## config.mk

```make
export PLATFORM = sky130hd
export DESIGN_NAME = thread_placement_balancer
export DESIGN_NICKNAME = d
export VERILOG_FILES = /design/src/hdl/tpb_pkg.sv /design/src/hdl/tpb_count_mem.sv /design/src/hdl/thread_placement_balancer.sv
export SDC_FILE = /design/constraint.sdc
export NUM_CORES = 1
export LEC_CHECK = 0
export BUFFER_PORTS_ARGS = -buffer_cell sky130_fd_sc_hd__clkbuf_2
export CORE_MARGIN = 2
export CORE_UTILIZATION = 46
export DETAILED_ROUTE_END_ITERATION = 6
export PLACE_DENSITY = 0.59
export RECOVER_POWER = 25
export REMOVE_ABC_BUFFERS = 1
export SETUP_SLACK_MARGIN = 0.02
export SYNTH_ARGS = -nofsm -noshare
export SYNTH_HDL_FRONTEND = slang
export SYNTH_SLANG_ARGS = --single-unit
```

## constraint.sdc

```tcl
create_clock -name clk -period 12.64 [get_ports clk]
set_input_delay 1.264 -clock clk [delete_from_list [all_inputs] [get_ports clk]]
set_output_delay 1.264 -clock clk [all_outputs]
set_load 0.01 [all_outputs]
```

## src/hdl/tpb_pkg.sv

```systemverilog
// Shared types and constants for the thread placement balancer.
// Holds field widths, request and path codes, register indexes and the sequencer states.
// No dependencies.
package tpb_pkg;

    // Fixed field widths of the stream and configuration ports
    localparam int MODE_W   = 2;
    localparam int CPU_W    = 4;
    localparam int PATH_W   = 2;
    localparam int TCOUNT_W = 16;
    localparam int GLOBAL_W = 20;
    localparam int BIAS_W   = 10;
    localparam int ONLINE_W = 5;
    localparam int CFG_IDX_W = 1;
    localparam int CFG_W    = BIAS_W;

    // Widths of the packed stream words
    localparam int S_DATA_W = 8;
    localparam int M_DATA_W = 24;

    // Width able to hold a processor total of up to 127
    localparam int LIM_W = 7;

    // Percentage scale and its width
    localparam int PCT_SCALE = 100;
    localparam int PCT_W     = 7;

    // Defaults of the top-level parameters and of the registers
    localparam int DEF_MAX_CPUS   = 16;
    localparam int DEF_COUNT_BITS = 16;
    localparam logic [BIAS_W-1:0]   BIAS_RESET   = BIAS_W'(100);
    localparam logic [ONLINE_W-1:0] ONLINE_RESET = ONLINE_W'(16);

    // Configuration register indexes
    localparam logic [CFG_IDX_W-1:0] REG_BIAS   = 1'b0;
    localparam logic [CFG_IDX_W-1:0] REG_ONLINE = 1'b1;

    // Request codes
    typedef enum logic [MODE_W-1:0] {
        MODE_PLACE   = 2'd0,
        MODE_SUSPEND = 2'd1,
        MODE_YIELD   = 2'd2,
        MODE_NONE    = 2'd3
    } mode_t;

    // Result path codes
    typedef enum logic [PATH_W-1:0] {
        PATH_LOCAL = 2'd0,
        PATH_IDLE  = 2'd1,
        PATH_LEAST = 2'd2,
        PATH_POP   = 2'd3
    } path_t;

    // Sequencer states
    typedef enum logic [2:0] {
        ST_IDLE,
        ST_LOAD,
        ST_CHECK,
        ST_FETCH,
        ST_SCAN,
        ST_SCAN_LAST,
        ST_UPDATE
    } state_t;

endpackage

```

## src/hdl/tpb_count_mem.sv

```systemverilog
// Ready-count store of the thread placement balancer: one write and one registered read port.
// Per-entry valid bits make unwritten entries read as zero after reset.
// Depends on nothing but its parameters.
module tpb_count_mem #(
    parameter int DEPTH = 16,
    parameter int WIDTH = 16,
    parameter int AW    = 4
) (
    input  logic             clk,
    input  logic             rst_n,
    input  logic [AW-1:0]    rd_addr,
    output logic [WIDTH-1:0] rd_data,
    input  logic             wr_en,
    input  logic [AW-1:0]    wr_addr,
    input  logic [WIDTH-1:0] wr_data
);

    logic [WIDTH-1:0] mem [DEPTH];
    logic [DEPTH-1:0] valid_reg;
    logic [WIDTH-1:0] rd_data_reg;
    logic             rd_ok_reg;

    // Storage array and registered read
    always_ff @(posedge clk)
    begin
        if (wr_en)
        begin
            mem[wr_addr] <= wr_data;
        end
        rd_data_reg <= mem[rd_addr];
    end

    // Valid bits cleared at once by reset; the read side samples the bit with the data
    always_ff @(posedge clk or negedge rst_n)
    begin
        if (!rst_n)
        begin
            valid_reg <= '0;
            rd_ok_reg <= 1'b0;
        end
        else
        begin
            if (wr_en)
            begin
                valid_reg[wr_addr] <= 1'b1;
            end
            rd_ok_reg <= valid_reg[rd_addr];
        end
    end

    // An entry never written reads as zero
    assign rd_data = rd_ok_reg ? rd_data_reg : '0;

endmodule

```

## src/hdl/thread_placement_balancer.sv

```systemverilog
// Thread placement balancer: per-processor ready counts, global count and idle mask.
// A pop or unused request passes the load and update states; a local placement adds the
// local check, an idle placement the check and a fetch, and a least-loaded one the check
// and a scan of N counts, N being the online processor count (one count compared per cycle
// in the shared compare unit). One request at a time: the next beat is taken once the
// result is registered, later under back-pressure. Reset (rst_n, asynchronous, active low)
// zeroes all counts and the idle mask and restores the registers.
module thread_placement_balancer #(
    parameter int MAX_CPUS   = tpb_pkg::DEF_MAX_CPUS,
    parameter int COUNT_BITS = tpb_pkg::DEF_COUNT_BITS
) (
    input  logic                          clk,
    input  logic                          rst_n,
    // Input stream
    input  logic                          s_tvalid,
    output logic                          s_tready,
    input  logic [tpb_pkg::S_DATA_W-1:0]  s_tdata,  // mode[1:0], cpu[5:2], zero[7:6]
    // Output stream
    output logic                          m_tvalid,
    input  logic                          m_tready,
    output logic [tpb_pkg::M_DATA_W-1:0]  m_tdata,  // target_cpu[3:0], placement_path[5:4],
                                                    // took_thread[6], target_count[22:7],
                                                    // zero[23]
    // Configuration write port
    input  logic                          cfg_we,
    input  logic [tpb_pkg::CFG_IDX_W-1:0] cfg_index,
    input  logic [tpb_pkg::CFG_W-1:0]     cfg_data
);

    import tpb_pkg::*;

    localparam int IDX_W  = (MAX_CPUS > 1) ? $clog2(MAX_CPUS) : 1;
    localparam int LHS_W  = COUNT_BITS + 1 + PCT_W;
    localparam int PROD_W = GLOBAL_W + 1 + BIAS_W;
    localparam int CMP_W  = (LHS_W > PROD_W) ? LHS_W : PROD_W;

    // Sequencer and request registers
    state_t                  state_reg, state_next;
    mode_t                   mode_reg, mode_next;
    logic [IDX_W-1:0]        cpu_reg, cpu_next;
    logic [COUNT_BITS-1:0]   own_reg, own_next;
    logic [PROD_W-1:0]       prod_reg, prod_next;
    logic [IDX_W-1:0]        target_reg, target_next;
    logic [COUNT_BITS-1:0]   tcount_reg, tcount_next;
    path_t                   path_reg, path_next;
    logic [IDX_W-1:0]        scan_idx_reg, scan_idx_next;
    logic [IDX_W-1:0]        cmp_idx_reg, cmp_idx_next;
    logic                    cmp_vld_reg, cmp_vld_next;
    logic [LIM_W-1:0]        scan_end_reg, scan_end_next;

    // Architectural state and configuration
    logic [GLOBAL_W-1:0]     global_reg, global_next;
    logic [MAX_CPUS-1:0]     idle_mask_reg, idle_mask_next;
    logic [BIAS_W-1:0]       bias_reg;
    logic [ONLINE_W-1:0]     online_reg;

    // Output register
    logic                    out_valid_reg, out_valid_next;
    logic [CPU_W-1:0]        out_target_reg, out_target_next;
    path_t                   out_path_reg, out_path_next;
    logic                    out_took_reg, out_took_next;
    logic [TCOUNT_W-1:0]     out_count_reg, out_count_next;

    // Count store port signals
    logic [IDX_W-1:0]        rd_addr;
    logic [COUNT_BITS-1:0]   rd_data;
    logic                    wr_en;
    logic [COUNT_BITS-1:0]   wr_data;

    // Decoded and derived values
    logic [CPU_W-1:0]        s_cpu;
    logic [IDX_W-1:0]        cpu_idx;
    logic                    idle_hit;
    logic [IDX_W-1:0]        idle_idx;
    logic [LIM_W-1:0]        online_ext;
    logic [LIM_W-1:0]        n_eff;
    logic [CMP_W-1:0]        local_lhs;
    logic                    local_ok;
    logic                    scan_take;
    logic                    scan_last;
    logic                    out_free;
    logic [MAX_CPUS-1:0]     cpu_bit;
    logic [COUNT_BITS-1:0]   count_inc;
    logic [COUNT_BITS-1:0]   count_dec;

    tpb_count_mem #(
        .DEPTH (MAX_CPUS),
        .WIDTH (COUNT_BITS),
        .AW    (IDX_W)
    ) u_count_mem (
        .clk     (clk),
        .rst_n   (rst_n),
        .rd_addr (rd_addr),
        .rd_data (rd_data),
        .wr_en   (wr_en),
        .wr_addr (target_reg),
        .wr_data (wr_data)
    );

    // Requester index folded onto the processor range
    assign s_cpu = s_tdata[MODE_W +: CPU_W];

    always_comb
    begin
        cpu_idx = '0;
        for (int i = 0; i < (1 << CPU_W); i++)
        begin
            if (s_cpu == CPU_W'(i))
            begin
                cpu_idx = IDX_W'(i % MAX_CPUS);
            end
        end
    end

    // Lowest processor with its idle bit set
    always_comb
    begin
        idle_hit = 1'b0;
        idle_idx = '0;
        for (int i = MAX_CPUS - 1; i >= 0; i--)
        begin
            if (idle_mask_reg[i])
            begin
                idle_hit = 1'b1;
                idle_idx = IDX_W'(i);
            end
        end
    end

    // Number of processors searched, limited to the processors present
    assign online_ext = LIM_W'(online_reg);
    assign n_eff      = (online_ext > LIM_W'(MAX_CPUS)) ? LIM_W'(MAX_CPUS) : online_ext;

    // Local test: count+1 < floor(P/100) is the same as 100*(count+2) <= P
    assign local_lhs = CMP_W'((COUNT_BITS + 1)'(own_reg) + (COUNT_BITS + 1)'(2))
                       * CMP_W'(PCT_SCALE);
    assign local_ok  = local_lhs <= CMP_W'(prod_reg);

    // Shared compare unit of the least-loaded search
    assign scan_take = cmp_vld_reg && (rd_data < tcount_reg);
    assign scan_last = (LIM_W'(scan_idx_reg) == (scan_end_reg - LIM_W'(1)));

    // Saturating count updates and the requester's idle bit
    assign count_inc = (tcount_reg == '1) ? tcount_reg : tcount_reg + 1'b1;
    assign count_dec = tcount_reg - 1'b1;
    assign cpu_bit   = MAX_CPUS'(1) << cpu_reg;

    assign out_free = !out_valid_reg || m_tready;

    // Sequencer: next state, datapath next values and store control
    always_comb
    begin
        state_next      = state_reg;
        mode_next       = mode_reg;
        cpu_next        = cpu_reg;
        own_next        = own_reg;
        prod_next       = prod_reg;
        target_next     = target_reg;
        tcount_next     = tcount_reg;
        path_next       = path_reg;
        scan_idx_next   = scan_idx_reg;
        cmp_idx_next    = cmp_idx_reg;
        cmp_vld_next    = cmp_vld_reg;
        scan_end_next   = scan_end_reg;
        global_next     = global_reg;
        idle_mask_next  = idle_mask_reg;
        out_valid_next  = out_valid_reg && !m_tready;
        out_target_next = out_target_reg;
        out_path_next   = out_path_reg;
        out_took_next   = out_took_reg;
        out_count_next  = out_count_reg;
        rd_addr         = cpu_reg;
        wr_en           = 1'b0;
        wr_data         = count_inc;
        s_tready        = 1'b0;

        unique case (state_reg)
            ST_IDLE:
            begin
                s_tready = 1'b1;
                rd_addr  = cpu_idx;
                if (s_tvalid)
                begin
                    mode_next  = mode_t'(s_tdata[MODE_W-1:0]);
                    cpu_next   = cpu_idx;
                    state_next = ST_LOAD;
                end
            end

            ST_LOAD:
            begin
                own_next    = rd_data;
                tcount_next = rd_data;
                target_next = cpu_reg;
                prod_next   = PROD_W'((GLOBAL_W + 1)'(global_reg) + (GLOBAL_W + 1)'(1))
                              * PROD_W'(bias_reg);
                if (mode_reg == MODE_PLACE)
                begin
                    path_next  = PATH_LOCAL;
                    state_next = ST_CHECK;
                end
                else
                begin
                    path_next  = PATH_POP;
                    state_next = ST_UPDATE;
                end
            end

            ST_CHECK:
            begin
                if (local_ok)
                begin
                    path_next  = PATH_LOCAL;
                    state_next = ST_UPDATE;
                end
                else if (idle_hit)
                begin
                    path_next   = PATH_IDLE;
                    target_next = idle_idx;
                    rd_addr     = idle_idx;
                    state_next  = ST_FETCH;
                end
                else
                begin
                    path_next     = PATH_LEAST;
                    scan_end_next = n_eff;
                    scan_idx_next = '0;
                    cmp_vld_next  = 1'b0;
                    state_next    = (n_eff == '0) ? ST_UPDATE : ST_SCAN;
                end
            end

            ST_FETCH:
            begin
                tcount_next = rd_data;
                state_next  = ST_UPDATE;
            end

            ST_SCAN:
            begin
                rd_addr      = scan_idx_reg;
                cmp_vld_next = 1'b1;
                cmp_idx_next = scan_idx_reg;
                if (scan_take)
                begin
                    tcount_next = rd_data;
                    target_next = cmp_idx_reg;
                end
                if (scan_last)
                begin
                    state_next = ST_SCAN_LAST;
                end
                else
                begin
                    scan_idx_next = scan_idx_reg + 1'b1;
                end
            end

            ST_SCAN_LAST:
            begin
                if (scan_take)
                begin
                    tcount_next = rd_data;
                    target_next = cmp_idx_reg;
                end
                state_next = ST_UPDATE;
            end

            ST_UPDATE:
            begin
                if (out_free)
                begin
                    out_valid_next  = 1'b1;
                    out_target_next = CPU_W'(target_reg);
                    out_path_next   = path_reg;
                    out_took_next   = 1'b0;
                    out_count_next  = TCOUNT_W'(tcount_reg);
                    state_next      = ST_IDLE;

                    case (mode_reg) inside
                        MODE_PLACE:
                        begin
                            wr_en          = 1'b1;
                            wr_data        = count_inc;
                            out_count_next = TCOUNT_W'(count_inc);
                            if (global_reg != '1)
                            begin
                                global_next = global_reg + 1'b1;
                            end
                        end
                        MODE_SUSPEND, MODE_YIELD:
                        begin
                            if (tcount_reg == '0)
                            begin
                                idle_mask_next = idle_mask_reg | cpu_bit;
                            end
                            else
                            begin
                                wr_en          = 1'b1;
                                wr_data        = count_dec;
                                out_took_next  = 1'b1;
                                out_count_next = TCOUNT_W'(count_dec);
                                if (global_reg != '0)
                                begin
                                    global_next = global_reg - 1'b1;
                                end
                                if (mode_reg == MODE_YIELD)
                                begin
                                    idle_mask_next = idle_mask_reg & ~cpu_bit;
                                end
                            end
                        end
                        default:
                        begin
                            // Unused request code: report the count and change nothing
                        end
                    endcase
                end
            end

            default:
            begin
                state_next = ST_IDLE;
            end
        endcase
    end

    // Sequencer state register
    always_ff @(posedge clk or negedge rst_n)
    begin
        if (!rst_n)
        begin
            state_reg <= ST_IDLE;
        end
        else
        begin
            state_reg <= state_next;
        end
    end

    // Control state, architectural state and configuration registers
    always_ff @(posedge clk or negedge rst_n)
    begin
        if (!rst_n)
        begin
            out_valid_reg <= 1'b0;
            global_reg    <= '0;
            idle_mask_reg <= '0;
            bias_reg      <= BIAS_RESET;
            online_reg    <= ONLINE_RESET;
        end
        else
        begin
            out_valid_reg <= out_valid_next;
            global_reg    <= global_next;
            idle_mask_reg <= idle_mask_next;
            if (cfg_we)
            begin
                unique case (cfg_index)
                    REG_BIAS:   bias_reg   <= cfg_data[BIAS_W-1:0];
                    REG_ONLINE: online_reg <= cfg_data[ONLINE_W-1:0];
                    default:    bias_reg   <= bias_reg;
                endcase
            end
        end
    end

    // Datapath and output payload registers
    always_ff @(posedge clk)
    begin
        mode_reg       <= mode_next;
        cpu_reg        <= cpu_next;
        own_reg        <= own_next;
        prod_reg       <= prod_next;
        target_reg     <= target_next;
        tcount_reg     <= tcount_next;
        path_reg       <= path_next;
        scan_idx_reg   <= scan_idx_next;
        cmp_idx_reg    <= cmp_idx_next;
        cmp_vld_reg    <= cmp_vld_next;
        scan_end_reg   <= scan_end_next;
        out_target_reg <= out_target_next;
        out_path_reg   <= out_path_next;
        out_took_reg   <= out_took_next;
        out_count_reg  <= out_count_next;
    end

    // Output beat
    assign m_tvalid = out_valid_reg;
    assign m_tdata  = {1'b0, out_count_reg, out_took_reg, out_path_reg, out_target_reg};

endmodule
```

==> run_results.csv <==
group,metric,value,unit
grt,antenna_found_initial,1,
critical_path,cp.required,13.12,ns
yosys,synth.ff_latch_count,456,
worst_hold_path,worstHoldStart,"path_reg[1]",
die,ios,50,
sta,rsz0062_at_grt,"false",
critical_path,crit_path_start,"own_reg[1]",
yosys,yosysUniqueCellTypes,74,
yosys,yosys-top-cells-area,"edfxtp_1 (38%), fa_1 (11%), ha_1 (7.9%), dfrtp_1 (5.9%), nand2_1 (3.4%)",
routing,wl_per_cell,20.10,microns
placed_design,io_buffers,46,
critical_path,slowest_delay,0.69,ns
critical_path,r2r_start,"own_reg[1]",
die,initial_core_util,46.28,%
cells_and_area,multi_input_area,14520,sq um
yosys,syn_area_per_cell,11.50,sq um
routing,routed_wirelength,69690,microns
grt,grt.total_usage,21.86,%
yosys,syn_area,29030,sq um
sta,finalHoldViolCount,0,
critical_path,crit_top_cell,"ha_1",
die,dieWidth,255.2,microns
cells_and_area,seqCellArea,13180,sq um
cells_and_area,insertedDiodeCount,0,
clock_tree,post-cts-setup-buffers,0,
cells_and_area,num-fill-cells,5550,
yosys,synth_cells,2525,
cells_and_area,fin_util,50.87,%
die,fp.dieH,255.2,microns
sta,setup_viol,0,
critical_path,crit_type,"reg -> reg",
clock_tree,clkSinkCount,456,
yosys,synth_top_area_cell,"edfxtp_1",
routing,drc_errors,0,
routing,vias,19240,
sta,slew_headroom,-170.1,%
clock_tree,cts_hold_buffers,0,
clock_tree,cts_tree,"built",
clock_tree,clock_path_buffers,3,
yosys,post-synth-top-area-fraction,38.06,%
grt,grt_pass1_vias,19630,
sta,post-route-period-util,73.63,%
routing,drtIter0Drc,1191,
yosys,synth-seq-area-share,45.39,%
worst_hold_path,worstHoldPathType,"reg -> reg",
critical_path,critical_path_arrival,9.78,ns
critical_path,path_max_fanout,61,
sta,fin_worst_skew,0.02722,ns
clock_tree,clk_pin_slew,0.06,ns
clock_tree,h-tree-depth,2,
critical_path,worst_path_max_delay_cell,"nand2_4",
cells_and_area,area_growth_syn_to_layout,9.925,%
yosys,synth_compound_gate_area_share,8.710,%
die,rows,92,
sta,fin_crit,9.306,ns
yosys,ys_warn_count,0,
yosys,synth_adder_area_share,19.13,%
yosys,synth_xor_area_share,3.952,%
cells_and_area,largest_reg_flops,256,
outcome,outcome,"finished, violations left",
yosys,yosys-mux-area-fraction,5.206,%
routing,drtPass1Iterations,6,
yosys,synthSimpleGateAreaFrac,12.83,%
sta,worstMarginPinSlew,4.051,ns
placed_design,gp_congestion,0.8312,
clock_tree,clk_latency,0.61,ns
job,maxCapViolCount,2,
grt,grt_pass1_wl,109800,microns
clock_tree,root_buffer,"clkbuf_16",
die,die-area,65140,sq um
critical_path,crit_path_end_kind,"flip-flop",
sta,fmax,0.1075,GHz
clock_tree,cts_resized,0,
grt,grt_max_degree,73,
sta,finalMaxSlewViolations,121,
grt,grt_remaining_overflow,0,
routing,vias_per_cell,5.548,
cells_and_area,final_nets,2950,
yosys,ys.flop_type,"edfxtp_1",
yosys,synth_edf_count,368,
sta,hold_slack,0.4247,ns
cells_and_area,drive_gt1_share,10.45,%
die,core_region_area,62740,sq um
sta,finalSetupTns,0,ns
critical_path,startpoint_type,"flip-flop",
yosys,synthArstFlopShare,15.79,%
clock_tree,cts_made_buffers,50,
routing,ant_nets,0,
placed_design,hpwlAfterDp,47580,microns
yosys,synth_top_family_by_area,"adder cells",
outcome,violations,"capacitance limit, slew limit",
-- worst paths after layout --
| path | depth (start not counted) | endpoint | slack, ns |
|---|---|---|---|
| min | 0 | out_path_reg[1] | 0.42 |
| max | 31 | u_count_mem.rd_data_reg[4] | 3.33 |
| max in group asynchronous | 1 | global_reg[2] | 8.28 |
| max reg2reg | 31 | u_count_mem.rd_data_reg[4] | 3.33 |
| min in group asynchronous | 1 | u_count_mem.valid_reg[15] | 2.09 |
| min reg2reg | 0 | out_path_reg[1] | 0.42 |
-- stage by stage --
step / instance area, sq um / std cells / worst slack (ns)
finish: 31910 / 3468 / 3.334
global route: 31910 / 3468 / 2.772
CTS: 31970 / 3468 / 3.406
detailed placement: 30350 / 3374 / 3.461
global placement: 30350 / 3374 / 3.455
floorplan: 28580 / 2427 / 3.911
-- layer usage --
metal	up-vias	global-route usage, %	wire length (microns)
li1	8952	-	-
met4	0	4.912	1313
met1	9779	30.36	31470
met2	422	36.49	33450
met5	-	0	0
met3	86	3.102	3458
-- layout make-up --
type,count,area share (%)
inverters,250,2.940
flip-flops and latches,456,41.29
well taps,846,3.317
multi-input cells,1721,45.50
repair buffers,101,1.858
clock buffers,66,4.266
clock inverters,28,0.8311
-- cells in the final DEF (no fill, tap or decap), drive strengths merged, types with 18 or more instances in the layout --
cell,synthesis,routed
o21a,21,21
dfrtp,68,68
xor2,37,37
and3,68,68
nand2,262,262
buf,21,52
mux2i,61,61
xnor2,94,94
or2,19,19
o21ai,82,82
nand3,55,55
nor2,103,103
nor3,39,39
a211oi,55,55
clkinv,0,18
edfxtp,368,368
fa,163,163
clkbuf,77,115
a21oi,70,70
inv,250,251
a21o,20,20
and2,122,122
ha,183,183
mux2,46,46
nor2b,21,21
-- synth_stat cells, drive strengths merged, types with 17 or more instances --
| cell type | instances |
|---|---|
| fa | 163 |
| inv | 250 |
| nand2 | 262 |
| edfxtp | 368 |
| nor3 | 39 |
| or2 | 19 |
| o21a | 21 |
| nand3 | 55 |
| xnor2 | 94 |
| nor2 | 103 |
| a211oi | 55 |
| mux2i | 61 |
| mux2 | 46 |
| mux4 | 17 |
| a21o | 20 |
| a21oi | 70 |
| clkbuf | 77 |
| o21ai | 82 |
| buf | 21 |
| and3 | 68 |
| nor2b | 21 |
| and2 | 122 |
| ha | 183 |
| dfrtp | 68 |
| xor2 | 37 |
-- kinds of logic after synthesis --
family | Yosys count
AOI/OAI and AO/OA | 366
xor gates and xnor gates | 131
adders and majority gates | 346
buffers and inverters | 348
DFF | 456
muxes | 124
other | 1
and+or+nand+nor | 753
-- worst max-delay path: cells and delay by family (launching register included) --
family | cells | cell delay, ns
simple gates | 6 | 1.84
compound gates | 9 | 2.47
flops | 1 | 0.44
mux | 2 | 0.96
fa+ha+maj | 6 | 1.87
xor+xnor | 2 | 0.43
buf+inv | 6 | 1.07
Power is not shown: default switching activity piles up to over one toggle a cycle in this logic, so the estimate is an artifact.
